[config.mk]
export PLATFORM = sky130hd
export DESIGN_NAME = lgge_rule
export DESIGN_NICKNAME = d
export VERILOG_FILES = /design/src/hdl/lgge_pkg.sv /design/src/hdl/lgge_rule.sv
export SDC_FILE = /design/constraint.sdc
export NUM_CORES = 1
export LEC_CHECK = 0
export BUFFER_PORTS_ARGS = -buffer_cell sky130_fd_sc_hd__buf_2
export CORE_AREA = 2 2 39 41
export DETAILED_ROUTE_END_ITERATION = 12
export DIE_AREA = 0 0 41 43
export PLACE_DENSITY = 0.35
export SETUP_SLACK_MARGIN = 0.1
export SKIP_LAST_GASP = 1
export SYNTH_ARGS = -nofsm -noshare
export SYNTH_HDL_FRONTEND = slang
export SYNTH_SLANG_ARGS = --single-unit
export TNS_END_PERCENT = 50
[constraint.sdc]
create_clock -name vclk -period 4.1
set_input_delay 0.41 -clock vclk [all_inputs]
set_output_delay 0.41 -clock vclk [all_outputs]
set_load 0.005 [all_outputs]
[src/hdl/lgge_pkg.sv]
// Shared types and constants of the life grid generation engine.
package lgge_pkg;

  // Defaults for the plane size.
  localparam int DEF_MAX_WIDTH  = 64;
  localparam int DEF_MAX_HEIGHT = 64;

  // Size registers
  localparam int CFG_W = 7;
  localparam logic [CFG_W-1:0] GRID_WIDTH_RESET  = 7'd64;
  localparam logic [CFG_W-1:0] GRID_HEIGHT_RESET = 7'd64;

  localparam logic REG_GRID_WIDTH  = 1'b0;
  localparam logic REG_GRID_HEIGHT = 1'b1;

  // Field widths of one beat
  localparam int OP_W    = 2;
  localparam int COORD_W = 6;

  // Operation codes
  typedef enum logic [OP_W-1:0] {
    OP_WRITE = 2'd0,
    OP_READ  = 2'd1,
    OP_STEP  = 2'd2,
    OP_CLEAR = 2'd3
  } op_t;

  // Three-by-three window around one cell: bit 0 west, bit 1 centre, bit 2 east
  typedef struct packed {
    logic [2:0] up;
    logic [2:0] mid;
    logic [2:0] dn;
  } nbhd_t;

endpackage

[src/hdl/lgge_rule.sv]
// Neighbour count and B3/S23 rule for one cell.
module lgge_rule
  import lgge_pkg::*;
(
  input  nbhd_t win,
  output logic  alive
);

  logic [3:0] count;

  // Sum the eight neighbours, leave the centre out
  always_comb begin
    count = 4'(win.up[0]) + 4'(win.up[1]) + 4'(win.up[2])
          + 4'(win.mid[0]) + 4'(win.mid[2])
          + 4'(win.dn[0]) + 4'(win.dn[1]) + 4'(win.dn[2]);
  end

  // Born on three, survive on two or three
  always_comb begin
    if (win.mid[1]) begin
      alive = (count == 4'd2) || (count == 4'd3);
    end else begin
      alive = (count == 4'd3);
    end
  end

endmodule

==> impl_results.md, run 1 <==
* Status: complete, no violations
* Total GRT Usage at 3.417%
* Worst Setup SP: win[0]
* Register area at 0 um2
* Most frequent cells in the layout: inv_1, buf_2, fa_1, ha_1
* N_diodes at 0
* DP HPWL at 296.1 um
* Via-to-Cell Ratio at 3.286
* Post-Route Utilization at 19.53%
* Total power at 0.00005093 W
* Synthesis warning total at 0
* Initial antenna violation count at 0
* CP Launch Type: primary input
* Worst IR Drop VDD at 0.04866 mV
* Drt drc at 0
* Sequential share of the synthesized area at 0%
* First-pass GRT wire length at 455 um
* Worst Setup EP: alive
* Hold-fix buffer count after cts at 0
* Setup repair bufs after CTS at 0
* Synthesized net count at 39
* Via count at 161
* Final setup TNS at 0 ps
* Area grow syn2layout at 35.00%
* Final worst-path cycle share at 88.97%
* Initial Util at 14.47%
* Grt total ovfl at 0
* Max Freq at 274.1 MHz
* First-iteration detailed-routing DRC count at 0
* Top Layer Used: met3
* Die height at 43 um
* Via count of the first global-routing pass at 127
* Core area at 1384 um2
* Routed wl met3 at 29 um
* Drt total wl at 285 um
* Hold WS at 1240 ps
* # resized after CTS at 0
* Seq Cell Count at 0
* Die area at 1763 um2
* Hold Crit Class: primary input to output pin
* Layout cell share with drive strength beyond 1 at 33.33%
* CP Capture Type: output pin
* Wire per inst at 5.816 um
* P_leak at 0.1721 nW
* Slew @ Worst Pin at 200.0 ps
* Rel. slew slack at 86.52%
* Syn Inst Count at 23
* CP Max Fanout at 3
* Met2 WL at 101 um
* Setup CP Type: primary input to output pin
* # clk buffers at 0
* Detailed Routing Iterations Pass 1 at 1
* Tmin final at 3648 ps
* Row cnt at 14
* Final Hold Viols at 0
* Post-Route M1 WL at 154 um
* Max-slew violation count at 0
* Max Cap Viol at 0
* Data arrival, critical path at 3240 ps
* WP data required at 3690 ps
* RSZ-0062 raised after global routing: no
* Power per cell area at 188.5 nW/um2
* Antenna Violating Nets Remaining at 0
* Syn Area/Cell at 8.704 um2
* Largest net degree at the start of global routing at 4
* Endpoints failing setup at 0
* Final GP Congestion at 0.5450
* Nets at 51
* Die width at 41 um
* Most common cell after layout, fill and taps aside: inv_1
* Unique masters post-synth at 8
* IO Pins at 10
* Netlist Area Pre-Place at 200.2 um2
* IO buf count at 10
-- critical path, cell delays in order --
cell and delay (ps):
buf_2 70, inv_1 40, fa_1 550, fa_1 430
fa_1 490, inv_1 40, ha_1 200, fa_1 430
o211a_1 250, a211oi_2 180, buf_2 140
-- cell type report --
cell class | count | area (um2)
Timing Repair Buffer | 10 | 50.05
Fill cell | 157 | 1114
Multi-Input combinational cell | 12 | 158.9
Tap cell | 16 | 20.02
Inverter | 11 | 41.29
-- how the worst min path moves through the flow --
stage	start	to	slack, ps	depth (start not counted)
detailed placement	win[4]	alive	1230	4
finish	win[4]	alive	1240	4
floorplan	win[4]	alive	1030	2
CTS	win[4]	alive	1240	4
global route	win[4]	alive	1280	4
global placement	win[4]	alive	1240	4
-- routing by layer --
layer,vias to the layer above,track usage (%)
li1,87,-
met1,66,5.484
met2,8,5.313
met5,-,0
met3,0,0
met4,0,0
-- per-stage QoR --
step | std cells | cell area, um2 | worst slack, ps
detailed placement | 49 | 270.3 | 441.3
global route | 49 | 270.3 | 310.1
global placement | 49 | 270.3 | 416.7
floorplan | 23 | 200.2 | 718.5
CTS | 49 | 270.3 | 433.4
finish | 49 | 270.3 | 452.3
-- cells by family after synthesis --
| family | count (synthesis) | synth area share, % |
|---|---|---|
| adders and majority gates | 7 | 58.75 |
| AOI/OAI and AO/OA | 3 | 13.75 |
| and+or+nand+nor | 2 | 6.878 |
| buffers and inverters | 11 | 20.63 |
-- report_power, final --
part | switching, W | total, W | leakage (nW) | internal (W)
sequential | 0 | 0 | 0 | 0
combinational | 0.0000254 | 0.0000509 | 0.172 | 0.0000256
clock | 0 | 0 | 0 | 0
-- synthesized netlist by cell type --
cell type | instances | area share (%)
or2_1 | 1 | 3.1
o21ai_0 | 1 | 2.5
a211oi_2 | 1 | 6.2
fa_1 | 4 | 40
nand3b_1 | 1 | 3.8
o211a_1 | 1 | 5.0
ha_1 | 3 | 19
inv_1 | 11 | 21
Note: power is estimated with default switching activity, not from simulation.
==> inputs of run 2 (changes only) <==
Settings changed: RECOVER_POWER set to 50.
==> impl_results.md, run 2 (synthesis gave the netlist of run 1 again) <==
* Grt total ovfl at 0 (unchanged)
* Final Hold Viols at 0 (unchanged)
* Initial antenna violation count at 0 (unchanged)
* CP Max Fanout at 3 (unchanged)
* Hold-fix buffer count after cts at 0 (unchanged)
* Initial Util at 14.47% (unchanged)
* DP HPWL at 296.1 um (unchanged)
* Hold Crit Class: primary input to output pin
* Slew @ Worst Pin at 200.0 ps (+0.0009537 ps)
* Multi-input logic area at 158.9 um2 (unchanged)
* Final GP Congestion at 0.5450 (unchanged)
* Critical Path, Cell by Cell: buf_2 -> inv_1 -> fa_1 -> fa_1 -> fa_1 -> inv_1 -> ha_1 -> fa_1 -> o211a_1 -> a211oi_2 -> clkbuf_1
* Total GRT Usage at 3.417% (unchanged)
* Largest net degree at the start of global routing at 4 (unchanged)
* CP Capture Type: output pin
* Die width at 41 um (unchanged)
* Wire per inst at 5.857 um (+0.70%)
* Crit-path slowest cell: fa_1
* Max Freq at 274.0 MHz (about the same)
* CP Buf/Inv Count at 4 (unchanged)
* Final setup TNS at 0 ps (unchanged)
* Antenna Violating Nets Remaining at 0 (unchanged)
* Die height at 43 um (unchanged)
* Via count at 161 (unchanged)
* RSZ-0062 raised after global routing: no
* Data arrival, critical path at 3240 ps (about the same)
* Max-slew violation count at 0 (unchanged)
* Worst IR Drop VDD at 0.04779 mV (-1.8%)
* Top delay family on crit path: adder cells
* Power per cell area at 186.4 nW/um2 (-1.1%)
* IO buf count at 10 (unchanged)
* # clk buffers at 0 (unchanged)
* Area grow syn2layout at 34.37%
* Crit-path max cell delay at 550 ps (about the same)
* # resized after CTS at 0 (unchanged)
* Drt drc at 0 (unchanged)
* Endpoints failing setup at 0 (unchanged)
* Most frequent CP cell: fa_1
* Via-to-Cell Ratio at 3.286 (unchanged)
* Setup repair bufs after CTS at 0 (unchanged)
* Core area at 1384 um2 (unchanged)
* N_diodes at 0 (unchanged)
* Fillcell total at 158 (+0.64%)
* Detailed Routing Iterations Pass 1 at 1 (unchanged)
* Most common cell after layout, fill and taps aside: inv_1
* Post-DP Area at 270.3 um2 (unchanged)
* WP data required at 3690 ps (about the same)
* Max Cap Viol at 0 (unchanged)
* CP Launch Type: primary input
* Final instance area at 269.0 um2 (-0.46%)
* Via count of the first global-routing pass at 127 (unchanged)
* Tmin final at 3649 ps (+1.445 ps)
* Drt total wl at 287 um (+0.70%)
* Setup CP Type: primary input to output pin
* Final worst-path cycle share at 89.00% (about the same)
* Die area at 1763 um2 (unchanged)
* P_leak at 0.1682 nW (-2.2%)
* Nets at 51 (unchanged)
* IO Pins at 10 (unchanged)
* Row cnt at 14 (unchanged)
* Layout cell share with drive strength beyond 1 at 30.30% (-3.0 points)
* Seq Cell Count at 0 (unchanged)
* First-iteration detailed-routing DRC count at 0 (unchanged)
* Register area at 0 um2 (unchanged)
* Most frequent cells in the layout: inv_1, buf_2, fa_1, ha_1
* First-pass GRT wire length at 455 um (unchanged)
* Rel. slew slack at 86.52% (about the same)
* Status: complete, no violations
[run 2: stage by stage]
stage	power (W)	setup WS [ps]	hold slack [ps]	utilization, %	cells
floorplan	0.00003777	718.5	1030	-	23
global placement	0.00005337	416.7	1244	19.53	49
detailed placement	0.00005225	441.3	1230	19.53	49
CTS	0.00005285	433.4	1240	19.53	49
global route	0.00006061	296.8	1289	19.44	49
finish	0.00005015	450.8	1237	19.44	49
[run 2: power by group]
| part | switching, W | total (W) | leakage [nW] | internal, W |
|---|---|---|---|---|
| Sequential | 0 | 0 | 0 | 0 |
| Combinational | 0.0000256 | 0.0000501 | 0.168 | 0.0000246 |
| Clock | 0 | 0 | 0 | 0 |
[run 2: final timing paths]
path	from	slack (ps)	endpoint	cells after the start
setup / recovery	win[0]	450	alive	11
hold / removal	win[4]	1240	alive	4
[run 2: per-layer routing]
metal  GRT usage (%)  wire length (um)  share of wire, %  up-vias
li1                -                 -                 -       87
met2           5.313               101                35        8
met5               0                 0                 0        -
met3               0                24               8.4        0
met1           5.484               160                56       66
met4               0                 0                 0        0
[run 2: cell type report]
type	instances	area share, %
Timing Repair Buffer	10	18.14
Tap cell	16	7.442
Inverter	11	15.35
Multi-Input combinational cell	12	59.07
